`src/breaker_current_voltage_rms_meter_assert.svh`:
```
// assertion macros for the breaker rms meter
`ifndef BREAKER_CURRENT_VOLTAGE_RMS_METER_ASSERT_SVH
`define BREAKER_CURRENT_VOLTAGE_RMS_METER_ASSERT_SVH

// property holds on every clock edge out of reset
`define BRK_ASSERT(lbl, prop, msg) \
  lbl: assert property (@(posedge clk) disable iff (rst) (prop)) else $error(msg);

// same-cycle implication
`define BRK_ASSERT_IMP(lbl, ante, cons, msg) \
  lbl: assert property (@(posedge clk) disable iff (rst) (ante) |-> (cons)) else $error(msg);

// next-cycle implication
`define BRK_ASSERT_NXT(lbl, ante, cons, msg) \
  lbl: assert property (@(posedge clk) disable iff (rst) (ante) |=> (cons)) else $error(msg);

`endif

```
`src/brkrms_pkg.sv`:
```
// types and constants of the breaker rms meter
`timescale 1ns / 1ps

package brkrms_pkg;

  localparam int ADC_W  = 16;
  localparam int DIV_W  = 26;
  localparam int CNT_W  = 5;
  localparam int ROOT_W = 16;
  localparam int RAD_W  = 32;
  localparam int SUB_W  = 19;
  localparam int NOW_W  = 27;
  localparam int RMS_W  = 26;
  localparam int CFG_IDX_W = 3;

  localparam logic [ADC_W-1:0] MILLI       = 16'd1000;
  localparam logic [ADC_W-1:0] LOW_SEL_MIN = 16'd100;
  localparam logic [ADC_W-1:0] LOW_SEL_MAX = 16'd65435;

  localparam logic [ADC_W-1:0] LG_OFFSET_RST = 16'd32768;
  localparam logic [ADC_W-1:0] LG_SCALE_RST  = 16'd874;
  localparam logic [ADC_W-1:0] HG_OFFSET_RST = 16'd32768;
  localparam logic [ADC_W-1:0] HG_SCALE_RST  = 16'd8738;
  localparam logic [ADC_W-1:0] MV_OFFSET_RST = 16'd32768;
  localparam logic [ADC_W-1:0] MV_SCALE_RST  = 16'd79;

  localparam logic [CNT_W-1:0] SQRT_STEPS_M1 = 5'd15;
  localparam logic [CNT_W-1:0] DIV_STEPS_M1  = 5'd25;

  typedef enum logic [CFG_IDX_W-1:0] {
    REG_LG_OFFSET = 3'd0,
    REG_LG_SCALE  = 3'd1,
    REG_HG_OFFSET = 3'd2,
    REG_HG_SCALE  = 3'd3,
    REG_MV_OFFSET = 3'd4,
    REG_MV_SCALE  = 3'd5
  } reg_idx_t;

  typedef enum logic [9:0] {
    S_IDLE    = 10'b0000000001,
    S_SQ      = 10'b0000000010,
    S_ACC     = 10'b0000000100,
    S_SQRT_LD = 10'b0000001000,
    S_SQRT    = 10'b0000010000,
    S_MUL     = 10'b0000100000,
    S_DIV_LD  = 10'b0001000000,
    S_DIV     = 10'b0010000000,
    S_STORE   = 10'b0100000000,
    S_DONE    = 10'b1000000000
  } state_t;

  typedef enum logic [2:0] {
    JOB_CUR       = 3'd0,
    JOB_VOLT      = 3'd1,
    JOB_RMS_LO    = 3'd2,
    JOB_RMS_HI    = 3'd3,
    JOB_RMS_MAINS = 3'd4
  } job_t;

  typedef enum logic [1:0] {
    CH_LO    = 2'd0,
    CH_HI    = 2'd1,
    CH_MAINS = 2'd2
  } chan_t;

endpackage

```
`src/breaker_current_voltage_rms_meter.sv`:
```
// top level of the breaker current and voltage rms meter
`timescale 1ns / 1ps
`include "breaker_current_voltage_rms_meter_assert.svh"

// Breaker current and voltage RMS meter. Each request on the input stream carries
// three raw ADC codes (low-gain current, high-gain current, mains voltage). The
// offset-corrected squares are summed over a window of 2^WINDOW_LOG2 ticks; when
// a window closes each sum is averaged, square-rooted and scaled to mA or mV and
// held. Every request produces one result: instant current and voltage, the held
// RMS values, which current channel was used (tuser) and whether this tick
// closed the window (tlast). The low-gain channel is used while its code lies
// strictly between 100 and 65435. A scale register holding 0 acts as 1.
// Structure: one 16x16 multiplier and one 19-bit restoring subtract unit, shared
// under a sequencer. An ordinary tick forms the three squares and then runs two
// conversions, each a multiply by a thousand and the 26-step division producing
// one quotient bit per cycle; a closing tick first runs three RMS jobs, each of
// 16 square-root steps plus a conversion.
// The result sits in an output register, so the next request is taken while it
// waits; a further result stalls only if the previous one is still unread.
// Configuration is a plain write port, registers taken on any cycle with cfg_we.

module breaker_current_voltage_rms_meter
  import brkrms_pkg::*;
#(
  parameter int WINDOW_LOG2 = 6
) (
  input  logic                 clk,
  input  logic                 rst,
  // configuration writes
  input  logic                 cfg_we,
  input  logic [CFG_IDX_W-1:0] cfg_index,
  input  logic [ADC_W-1:0]     cfg_data,
  // input stream
  input  logic                 s_axis_tvalid,
  output logic                 s_axis_tready,
  // low_gain_sample[15:0], high_gain_sample[31:16], mains_sample[47:32]
  input  logic [47:0]          s_axis_tdata,
  // output stream
  output logic                 m_axis_tvalid,
  input  logic                 m_axis_tready,
  // current_now[26:0], voltage_now[53:27], current_rms[79:54], voltage_rms[105:80],
  // zero fill[111:106]
  output logic [111:0]         m_axis_tdata,
  // rms_updated
  output logic                 m_axis_tlast,
  // high_gain_used[0]
  output logic [0:0]           m_axis_tuser
);

  localparam int SUM_W = 2 * ADC_W + WINDOW_LOG2;

  // calibration registers
  logic [ADC_W-1:0] lg_offset, lg_scale, hg_offset, hg_scale, mv_offset, mv_scale;

  // sequencer
  state_t state;
  job_t   job;
  chan_t  ch;
  logic [CNT_W-1:0] cnt;

  // window state
  logic [SUM_W-1:0]       lo_sum, hi_sum, mv_sum;
  logic [WINDOW_LOG2-1:0] wcount;
  logic [RMS_W-1:0]       lo_held, hi_held, mv_held;

  // per-request payload
  logic [ADC_W-1:0] absd_lo, absd_hi, absd_mv;
  logic             neg_lo, neg_hi, neg_mv;
  logic             use_high, closed;
  logic [2*ADC_W-1:0] prod;
  logic [RAD_W-1:0]   rad;
  logic [ROOT_W:0]    rem;
  logic [ROOT_W-1:0]  root;
  logic [DIV_W-1:0]   dvd;
  logic [ADC_W-1:0]   drem;
  logic [NOW_W-1:0]   cur_now, volt_now;

  // output register
  logic             m_valid;
  logic [NOW_W-1:0] out_cur_now, out_volt_now;
  logic [RMS_W-1:0] out_cur_rms, out_volt_rms;
  logic             out_high, out_closed;

  logic [ADC_W-1:0] in_lo, in_hi, in_mv;
  logic             in_accept;

  assign in_lo = s_axis_tdata[15:0];
  assign in_hi = s_axis_tdata[31:16];
  assign in_mv = s_axis_tdata[47:32];
  assign s_axis_tready = (state == S_IDLE);
  assign in_accept = s_axis_tvalid && s_axis_tready;

  // job operand and divisor
  logic [ADC_W-1:0] op, scale_raw, divisor;
  logic             job_neg;

  always_comb begin
    op = root;
    scale_raw = mv_scale;
    job_neg = 1'b0;
    case (job)
      JOB_CUR: begin
        op = use_high ? absd_hi : absd_lo;
        scale_raw = use_high ? hg_scale : lg_scale;
        job_neg = use_high ? neg_hi : neg_lo;
      end
      JOB_VOLT: begin
        op = absd_mv;
        job_neg = neg_mv;
      end
      JOB_RMS_LO:    scale_raw = lg_scale;
      JOB_RMS_HI:    scale_raw = hg_scale;
      JOB_RMS_MAINS: scale_raw = mv_scale;
      default: begin
        op = root;
        scale_raw = mv_scale;
      end
    endcase
  end

  assign divisor = (scale_raw == '0) ? ADC_W'(1) : scale_raw;

  // shared multiplier: squares, or operand times a thousand
  logic [ADC_W-1:0]   sq_op, mul_a, mul_b;
  logic [2*ADC_W-1:0] mul_p;

  always_comb begin
    case (ch)
      CH_LO:    sq_op = absd_lo;
      CH_HI:    sq_op = absd_hi;
      default:  sq_op = absd_mv;
    endcase
  end

  assign mul_a = (state == S_SQ) ? sq_op : op;
  assign mul_b = (state == S_SQ) ? sq_op : MILLI;
  assign mul_p = {{ADC_W{1'b0}}, mul_a} * {{ADC_W{1'b0}}, mul_b};

  // shared restoring subtract unit: square-root and division steps
  logic [SUB_W-1:0] sqrt_rem_sh, sub_a, sub_b;
  logic [ADC_W:0]   div_rem_sh;
  logic [SUB_W:0]   sub_d;
  logic             sub_ge;

  assign sqrt_rem_sh = {rem, rad[RAD_W-1 -: 2]};
  assign div_rem_sh  = {drem, dvd[DIV_W-1]};

  always_comb begin
    if (state == S_SQRT) begin
      sub_a = sqrt_rem_sh;
      sub_b = {2'b00, root[ROOT_W-2:0], 2'b01};
    end else begin
      sub_a = {{(SUB_W-ADC_W-1){1'b0}}, div_rem_sh};
      sub_b = {{(SUB_W-ADC_W){1'b0}}, divisor};
    end
  end

  assign sub_d  = {1'b0, sub_a} - {1'b0, sub_b};
  assign sub_ge = ~sub_d[SUB_W];

  // signed instant value from the unsigned quotient
  logic [NOW_W-1:0] q_ext, q_signed;
  assign q_ext    = {1'b0, dvd};
  assign q_signed = job_neg ? (~q_ext + NOW_W'(1)) : q_ext;

  // control, calibration and window state
  always_ff @(posedge clk) begin
    if (rst) begin
      state     <= S_IDLE;
      job       <= JOB_CUR;
      ch        <= CH_LO;
      m_valid   <= 1'b0;
      wcount    <= '0;
      lo_sum    <= '0;
      hi_sum    <= '0;
      mv_sum    <= '0;
      lo_held   <= '0;
      hi_held   <= '0;
      mv_held   <= '0;
      lg_offset <= LG_OFFSET_RST;
      lg_scale  <= LG_SCALE_RST;
      hg_offset <= HG_OFFSET_RST;
      hg_scale  <= HG_SCALE_RST;
      mv_offset <= MV_OFFSET_RST;
      mv_scale  <= MV_SCALE_RST;
    end else begin
      if (cfg_we) begin
        case (cfg_index)
          REG_LG_OFFSET: lg_offset <= cfg_data;
          REG_LG_SCALE:  lg_scale  <= cfg_data;
          REG_HG_OFFSET: hg_offset <= cfg_data;
          REG_HG_SCALE:  hg_scale  <= cfg_data;
          REG_MV_OFFSET: mv_offset <= cfg_data;
          REG_MV_SCALE:  mv_scale  <= cfg_data;
          default: ;
        endcase
      end
      // a result leaving while the next one is loaded is handled in S_DONE
      if (m_valid && m_axis_tready && (state != S_DONE)) begin
        m_valid <= 1'b0;
      end
      case (state)
        S_IDLE: begin
          if (in_accept) begin
            ch    <= CH_LO;
            state <= S_SQ;
          end
        end
        S_SQ: state <= S_ACC;
        S_ACC: begin
          case (ch)
            CH_LO:   lo_sum <= lo_sum + SUM_W'(prod);
            CH_HI:   hi_sum <= hi_sum + SUM_W'(prod);
            default: mv_sum <= mv_sum + SUM_W'(prod);
          endcase
          if (ch == CH_MAINS) begin
            // window closes on its last tick, after this tick's square is in
            wcount <= wcount + WINDOW_LOG2'(1);
            if (&wcount) begin
              job   <= JOB_RMS_LO;
              state <= S_SQRT_LD;
            end else begin
              job   <= JOB_CUR;
              state <= S_MUL;
            end
          end else begin
            ch    <= (ch == CH_LO) ? CH_HI : CH_MAINS;
            state <= S_SQ;
          end
        end
        S_SQRT_LD: begin
          case (job)
            JOB_RMS_LO: lo_sum <= '0;
            JOB_RMS_HI: hi_sum <= '0;
            default:    mv_sum <= '0;
          endcase
          state <= S_SQRT;
        end
        S_SQRT:   if (cnt == '0) state <= S_MUL;
        S_MUL:    state <= S_DIV_LD;
        S_DIV_LD: state <= S_DIV;
        S_DIV:    if (cnt == '0) state <= S_STORE;
        S_STORE: begin
          case (job)
            JOB_RMS_LO: begin
              lo_held <= dvd;
              job     <= JOB_RMS_HI;
              state   <= S_SQRT_LD;
            end
            JOB_RMS_HI: begin
              hi_held <= dvd;
              job     <= JOB_RMS_MAINS;
              state   <= S_SQRT_LD;
            end
            JOB_RMS_MAINS: begin
              mv_held <= dvd;
              job     <= JOB_CUR;
              state   <= S_MUL;
            end
            JOB_CUR: begin
              job   <= JOB_VOLT;
              state <= S_MUL;
            end
            default: state <= S_DONE;
          endcase
        end
        S_DONE: begin
          if (!m_valid || m_axis_tready) begin
            m_valid <= 1'b1;
            state   <= S_IDLE;
          end
        end
        default: state <= S_IDLE;
      endcase
    end
  end

  // datapath registers
  always_ff @(posedge clk) begin
    case (state)
      S_IDLE: begin
        if (in_accept) begin
          neg_lo  <= in_lo < lg_offset;
          neg_hi  <= in_hi < hg_offset;
          neg_mv  <= in_mv < mv_offset;
          absd_lo <= (in_lo < lg_offset) ? (lg_offset - in_lo) : (in_lo - lg_offset);
          absd_hi <= (in_hi < hg_offset) ? (hg_offset - in_hi) : (in_hi - hg_offset);
          absd_mv <= (in_mv < mv_offset) ? (mv_offset - in_mv) : (in_mv - mv_offset);
          use_high <= !(in_lo inside {[LOW_SEL_MIN + 16'd1 : LOW_SEL_MAX - 16'd1]});
          closed  <= &wcount;
        end
      end
      S_SQ: prod <= mul_p;
      S_SQRT_LD: begin
        // mean of squares always fits 32 bits
        case (job)
          JOB_RMS_LO: rad <= lo_sum[SUM_W-1:WINDOW_LOG2];
          JOB_RMS_HI: rad <= hi_sum[SUM_W-1:WINDOW_LOG2];
          default:    rad <= mv_sum[SUM_W-1:WINDOW_LOG2];
        endcase
        rem  <= '0;
        root <= '0;
        cnt  <= SQRT_STEPS_M1;
      end
      S_SQRT: begin
        rem  <= sub_ge ? sub_d[ROOT_W:0] : sqrt_rem_sh[ROOT_W:0];
        root <= {root[ROOT_W-2:0], sub_ge};
        rad  <= {rad[RAD_W-3:0], 2'b00};
        cnt  <= cnt - CNT_W'(1);
      end
      S_MUL: prod <= mul_p;
      S_DIV_LD: begin
        dvd  <= prod[DIV_W-1:0];
        drem <= '0;
        cnt  <= DIV_STEPS_M1;
      end
      S_DIV: begin
        drem <= sub_ge ? sub_d[ADC_W-1:0] : div_rem_sh[ADC_W-1:0];
        dvd  <= {dvd[DIV_W-2:0], sub_ge};
        cnt  <= cnt - CNT_W'(1);
      end
      S_STORE: begin
        if (job == JOB_CUR) begin
          cur_now <= q_signed;
        end
        if (job == JOB_VOLT) begin
          volt_now <= q_signed;
        end
      end
      S_DONE: begin
        if (!m_valid || m_axis_tready) begin
          out_cur_now  <= cur_now;
          out_volt_now <= volt_now;
          out_cur_rms  <= use_high ? hi_held : lo_held;
          out_volt_rms <= mv_held;
          out_high     <= use_high;
          out_closed   <= closed;
        end
      end
      default: ;
    endcase
  end

  assign m_axis_tvalid = m_valid;
  assign m_axis_tdata  = {6'b000000, out_volt_rms, out_cur_rms, out_volt_now, out_cur_now};
  assign m_axis_tlast  = out_closed;
  assign m_axis_tuser  = out_high;

  // checks on the sequencer and the shared units
  `BRK_ASSERT_NXT(a_busy_after_accept, in_accept, state == S_SQ, "request accepted but not started")
  `BRK_ASSERT_IMP(a_div_nonzero, state == S_DIV, divisor != '0, "division by zero scale")
  `BRK_ASSERT_IMP(a_sqrt_rem_bound, state == S_SQRT, rem <= {root, 1'b0}, "root remainder too big")
  `BRK_ASSERT_NXT(a_window_wrap, (state == S_ACC) && (ch == CH_MAINS) && (&wcount), wcount == '0, "window count did not wrap")

endmodule

```
`config.mk`:
```
export PLATFORM = sky130hd
export DESIGN_NAME = breaker_current_voltage_rms_meter
export DESIGN_NICKNAME = d
export VERILOG_FILES = /design/src/brkrms_pkg.sv /design/src/breaker_current_voltage_rms_meter.sv
export VERILOG_INCLUDE_DIRS = /design/src /design/src/src
export SDC_FILE = /design/constraint.sdc
export NUM_CORES = 2
export LEC_CHECK = 0
export BUFFER_PORTS_ARGS = -buffer_cell sky130_fd_sc_hd__buf_2
export CORE_MARGIN = 2
export CORE_UTILIZATION = 30
export DETAILED_ROUTE_END_ITERATION = 16
export GPL_TIMING_DRIVEN = 0
export SLEW_MARGIN = 10
export SYNTH_ARGS = -nofsm -noshare
export SYNTH_HDL_FRONTEND = slang
export SYNTH_SLANG_ARGS = --single-unit
```
`constraint.sdc`:
```
create_clock -name clk -period 8.45 [get_ports clk]
set_clock_uncertainty 0.05 [all_clocks]
set_input_delay 1.69 -clock clk [delete_from_list [all_inputs] [get_ports clk]]
set_output_delay 1.69 -clock clk [all_outputs]
set_load 0.1 [all_outputs]
```
# ---- After elaboration in Yosys (flattened, before gate mapping)
# Index checks and enable logic that the tools add are counted.
# Widths: inputs -> output; s select.
dict set report totals {
  word_cells 194
  register_bits 669
  out_inout_bits 116
  inputBits 72
}
dict set report op_classes {
  eq_ne 35
  n_lt_le_gt_ge 5
  bitwise 2
  reduce_logical 44
  multipliers 1
  add_sub_neg 13
  mux 54
}
# operator n
set op_table {}
lappend op_table {{$mux 38} 6}
lappend op_table {{$pmux 38 s2} 3}
lappend op_table {{$mux 16} 9}
lappend op_table {{$pmux 16 s2} 4}
lappend op_table {{$pmux 32 s2} 2}
lappend op_table {{$add 38x32->38} 3}
lappend op_table {{$pmux 10 s10} 1}
lappend op_table {{$sub 16x16->16} 6}
lappend op_table {{$pmux 26 s2} 1}
lappend op_table {{$mux 10} 5}
lappend op_table {{$lt 16x16->1} 3}
lappend op_table {{$pmux 16 s3} 1}
lappend op_table {{$mux 17} 2}
lappend op_table {{$pmux 17 s2} 1}
lappend op_table {{$mul 16x16->32} 1}
lappend op_table {{$reduce_and 2->1} 14}
lappend op_table {{$add 27x1->27 const B} 1}
lappend op_table {{$mux 27} 1}
lappend op_table {{$not 26->27} 1}
lappend op_table {{$mux 26} 1}
lappend op_table {{$pmux 10 s2} 1}
lappend op_table {{$sub 19x19->20} 1}
lappend op_table {{$mux 19} 1}
lappend op_table {{$ne 2x2->1 const B} 9}
lappend op_table {{45 further kinds} 76}

# ---- Longest topological paths before layout
dict set report depth {
  ltp_word 8
  ltp_mapped 33
  ltp_nobuf 31
}

# ---- Worst setup path before layout
# OpenSTA, ideal clock, no wires.
dict set report synth_path {
  path_type {reg-to-reg}
  startpoint {register state[7]}
  endpoint {register prod[31] (data pin)}
  t_arrival_ps 7012
  path_slack_ps 1128
  stages_incl_launch_ff 31
  n_path_buf 4
  setup_time_ps 260
  required_ps 8140
  synth_period_minus_slack_ps 7322
  path_cell_list {dfxtp_1 -> nor2_1 -> nand2_1 -> nor3_1 -> and3_1 -> clkbuf_1 -> buf_2 -> nand2_1 -> clkbuf_1 -> nor2_1 -> inv_1 -> fa_1 -> fa_1 -> inv_1 -> fa_1 -> fa_1 -> fa_1 -> inv_1 -> fa_1 -> inv_1 -> ha_1 -> clkbuf_1 -> a21o_1 -> a21oi_1 -> o31ai_1 -> a41oi_1 -> nand4_1 -> o311ai_0 -> o21bai_1 -> a21oi_1 -> xnor2_1}
}
dict set report synth_via {
  elab_chain_len 3
  word_cells_on_any_way 4
  cone_classes {mul: 1; eq/ne: 1; mux: 2}
}
# item line
set synth_lines {}
lappend synth_lines {{start: declaration} breaker_current_voltage_rms_meter.sv:56} ;# state_t state;
lappend synth_lines {{start signal: assignment} breaker_current_voltage_rms_meter.sv:169} ;# state <= S_IDLE;
lappend synth_lines {{start signal: assignment} breaker_current_voltage_rms_meter.sv:206} ;# state <= S_SQ;
lappend synth_lines {{start signal: assignment} breaker_current_voltage_rms_meter.sv:209} ;# S_SQ: state <= S_ACC;
lappend synth_lines {{$eq 10x2->1 *} {breaker_current_voltage_rms_meter.sv:135, breaker_current_voltage_rms_meter.sv:136}}
lappend synth_lines {{$mux 16 (on tied branches)} {breaker_current_voltage_rms_meter.sv:135, breaker_current_voltage_rms_meter.sv:136}}
lappend synth_lines {{$mul 16x16->32 *} breaker_current_voltage_rms_meter.sv:137} ;# assign mul_p = {{ADC_W{1'b0}}, mul_a} * {{ADC_W{1'b0}}, mul_b};
lappend synth_lines {{named net mul_p[31]} breaker_current_voltage_rms_meter.sv:125} ;# logic [2*ADC_W-1:0] mul_p;
lappend synth_lines {{end signal: assignment} breaker_current_voltage_rms_meter.sv:293} ;# S_SQ: prod <= mul_p;
lappend synth_lines {{end signal: assignment} breaker_current_voltage_rms_meter.sv:311} ;# S_MUL: prod <= mul_p;
lappend synth_lines {{end: declaration} breaker_current_voltage_rms_meter.sv:70} ;# logic [2*ADC_W-1:0] prod;
# Mark *: on every way through the listed nets, which the timed path passes. The rest lies on a longest branch.
# A chain may end at the register's enable or synchronous reset.

# ---- Worst setup path in the final report
dict set report layout_path {
  startpoint {register ch[0]}
  endpoint {register prod[30] (data pin)}
}
dict set report layout_via {
  elab_chain_len 4
  word_cells_on_any_way 6
  cone_classes {mul: 1; eq/ne: 1; mux: 3; reduce/logical: 1}
}
# item line
set layout_lines {}
lappend layout_lines {{start: declaration} breaker_current_voltage_rms_meter.sv:58} ;# chan_t ch;
lappend layout_lines {{start signal: assignment} breaker_current_voltage_rms_meter.sv:227} ;# ch <= (ch == CH_LO) ? CH_HI : CH_MAINS;
lappend layout_lines {{$eq 2x1->1 or $logic_not 2->1 (tied branches)} breaker_current_voltage_rms_meter.sv:128} ;# case (ch)
lappend layout_lines {{$pmux 16 s2 *} breaker_current_voltage_rms_meter.sv:128}
lappend layout_lines {{$mux 16 (on tied branches)} {breaker_current_voltage_rms_meter.sv:135, breaker_current_voltage_rms_meter.sv:136}}
lappend layout_lines {{$mul 16x16->32 *} breaker_current_voltage_rms_meter.sv:137}
lappend layout_lines {{named net mul_p[30]} breaker_current_voltage_rms_meter.sv:125}
# Marks and branches as above.

==> results.md <==
- Setup WS post-layout: 0.367 ns
- WL met1: 61900 µm
- CTS tree: done
- Initial Util: 30.2%
- Startpoint Class: register
- DR WL met3: 9160 µm
- Layout cells sized above 1: 9.68%
- Fin. max-slew vios: 0
- Area grow syn2layout: 14.1%
- Number of DRC markers in iteration 0: 3025
- Crit path max-delay family: adder cells
- Buf+Inv Stages, Crit Path: 6
- Total GRT Usage: 17.8%
- Drt total wl: 139000 µm
- Post-DRT Antenna Nets: 0
- Initial antenna violation count: 7
- Fmax: 124 MHz
- Worst EP required: 8.83 ns
- Ports: 188
- Final #Nets: 5736
- Worst reg2reg startpoint: ch[0]
- Worst slew margin: 16.8%
- Hold wc startpoint: cur_now[4]
- Fin Setup TNS: 0 ns
- Clock latency on the worst-skew pair: 0.69 ns
- GP Congestion: 0.959
- Syn avg cell area: 9.17 µm²
- Hold Slack: 0.367 ns
- Via-per-instance ratio: 5.10
- RSZ-0062 raised after global routing: no
- Min-Delay Path Depth: 0
- Seq/Total Area, Yosys: 38.0%
- Die area: 0.152 mm²
- GRT Residual Overflow: 0
- Status: finished clean
- Detail Placement HPWL: 110000 µm
- TritonCTS Buffers: 72
- Synthesized area: 0.0447 mm²
- Clock root buffer: clkbuf_16
- Routed wl met2: 63300 µm
- Flop2flop setup slack: 0.37 ns
- Critical path's slowest cell: a21oi_2
- Fin crit period: 8.08 ns
- Synth cell types: 89
- Via count: 36400
- Worst path depth: 25
- Slowest stage delay, CP: 0.56 ns
- Vias in the first global route: 35400
- Die height: 390 µm
- Top layer in use: met5
- MaxCap Viol Count: 0
- CTS Sinks: 669
- Standard-cell row count: 141
- Fin crit share: 95.7%
- Post-synth ARST share: 0%
- EDFF count, synth: 359
- # setup viols final: 0
- Crit end category: register
- Most frequent CP cell: fa_1
- Core area: 0.148 mm²
- Top FF cell, synth: edfxtp_1
- First-pass GRT wire length: 211000 µm
- Clock tree buffer depth: 3
- RR Endpoint: prod[30]
- Synth Warn #: 0
- Crit path kind: register to register
- Pre-CTS setup slack: -1.10 ns
- DR WL/cell: 19.5 µm
- Final hold violation count: 0
- DRC errors left: 0
- FF-to-FF path depth: 25
- H-tree depth: 3
- Hold Path Class: register to register
- Worst-Margin Slew: 1.24 ns
- #FFs+latches synth: 669
- Die Wd: 390 µm
- CTS clk-pin slew, worst paths: 0.07 ns
- Fill cells: 15200
- Hold-fix buffers at CTS: 0
- CP max FO: 10
- Crit path DAT: 8.46 ns
- Drt first pass iters: 6
- Port bufs: 179
- Largest net degree at the start of global routing: 44
- Post-Synthesis Cells: 4874
- WHS Endpoint: out_cur_now[4]
-- worst max path at each step --
stage,start,endpoint,slack [ns]
after floorplan,state[7],prod[31],1.13
after global placement,m_axis_tready,out_cur_rms[12],-1.78
after detailed placement,ch[0],prod[30],-1.10
after CTS,ch[0],prod[31],0.006
after global routing,job[2],prod[31],0.007
final,ch[0],prod[30],0.37
-- layout by cell type (no fill, tap or decap), drive strengths merged, types with 103 or more instances in the layout --
cell,count
xnor2,121
edfxtp,359
fa,204
a21oi,405
ha,314
nor2,361
a21o,103
buf,231
o21ai,285
clkbuf,284
nand2,797
inv,417
dfxtp,310
-- through the flow --
step	instances	utilization (%)	cell area (µm²)
floorplan	4879	-	44700
global placement	6988	32.5	48000
detailed placement	7002	32.7	48300
CTS	7136	34.4	50800
global route	7137	34.5	51000
finish	7138	34.5	51000
-- cells in the mapped netlist, types with 43 or more instances --
| cell | count | area share, % |
|---|---|---|
| o21a_1 | 49 | 0.82 |
| nor2_1 | 361 | 3.0 |
| mux2i_1 | 96 | 2.2 |
| inv_1 | 412 | 3.5 |
| xor2_1 | 81 | 1.6 |
| edfxtp_1 | 359 | 24 |
| fa_1 | 204 | 9.1 |
| xnor2_1 | 121 | 2.4 |
| mux2_2 | 61 | 1.5 |
| ha_1 | 314 | 8.8 |
| clkbuf_1 | 185 | 1.6 |
| a21o_1 | 103 | 1.7 |
| nor3_1 | 43 | 0.48 |
| a21oi_1 | 405 | 4.5 |
| dfxtp_1 | 310 | 14 |
| nand2_1 | 797 | 6.7 |
| nand3_1 | 69 | 0.77 |
| o21ai_0 | 274 | 3.1 |
-- flip-flops by register name (all words and copies together), names as in the netlist, 17 cells and up --
| signal | flops |
|---|---|
| rem | 17 |
| rad | 32 |
| volt_now | 27 |
| hi_held | 26 |
| dvd | 26 |
| hi_sum | 38 |
| out_volt_now | 27 |
| cur_now | 27 |
| lo_sum | 38 |
| out_volt_rms | 26 |
| lo_held | 26 |
| out_cur_now | 27 |
| prod | 32 |
| out_cur_rms | 26 |
| mv_sum | 38 |
| mv_held | 26 |
-- layout make-up --
class / count / area [µm²] / share of cell area, %
inverter: 417 / 1570 / 3.09
buffer: 219 / 918 / 1.80
multi-input combinational: 3568 / 25400 / 49.8
clock buffer: 97 / 2000 / 3.92
timing repair buffer: 199 / 1200 / 2.36
clock inverter: 37 / 464 / 0.911
sequential: 669 / 17000 / 33.3
tap: 1930 / 2410 / 4.74
antenna: 2 / 5.00 / 0.00982
-- cells by family (layout without fill, tap and decap cells) --
kind of cell | after synthesis | in the layout | share of synthesized area, %
and+or+nand+nor | 1548 | 1548 | 15.1
AOI/OAI and AO/OA | 1136 | 1136 | 15.7
DFF | 669 | 669 | 38.0
buffers and inverters | 642 | 969 | 5.51
adders and majority gates | 518 | 518 | 17.9
xor gates and xnor gates | 202 | 202 | 3.96
muxes | 158 | 158 | 3.72
other | 1 | 8 | 0.00839
-- timing repair --
item,in CTS,in global routing
gates resized for setup,24,67
hold endpoints to repair,0,0
pin swaps,0,1
endpoints found under the setup margin,17,11
setup buffers,0,5
-- worst reg2reg max path, cell delays in order, from the launching register on --
cell,delay (ns)
dfxtp_1,0.51
mux2i_1,0.23
nor2_1,0.07
a21oi_2,0.57
and2_1,0.22
clkbuf_1,0.44
clkbuf_2,0.43
nor2_1,0.11
fa_1,0.50
inv_1,0.06
fa_1,0.49
inv_1,0.06
fa_1,0.49
fa_1,0.50
fa_1,0.49
inv_1,0.06
fa_1,0.48
inv_1,0.09
ha_1,0.41
a2111o_1,0.45
o21ai_1,0.31
a21oi_1,0.16
a41o_1,0.27
nor2_1,0.17
a21oi_1,0.11
xor2_1,0.14
-- layer usage --
| layer | global-route usage [%] | up-vias |
|---|---|---|
| li1 | - | 17300 |
| met1 | 24.3 | 17500 |
| met2 | 29.0 | 1336 |
| met3 | 2.32 | 242 |
| met4 | 6.25 | 4 |
| met5 | 0 | - |
Power is left out: the tool's default activity adds up to more than one toggle a clock period on the data nets, which glitch-free logic cannot reach.
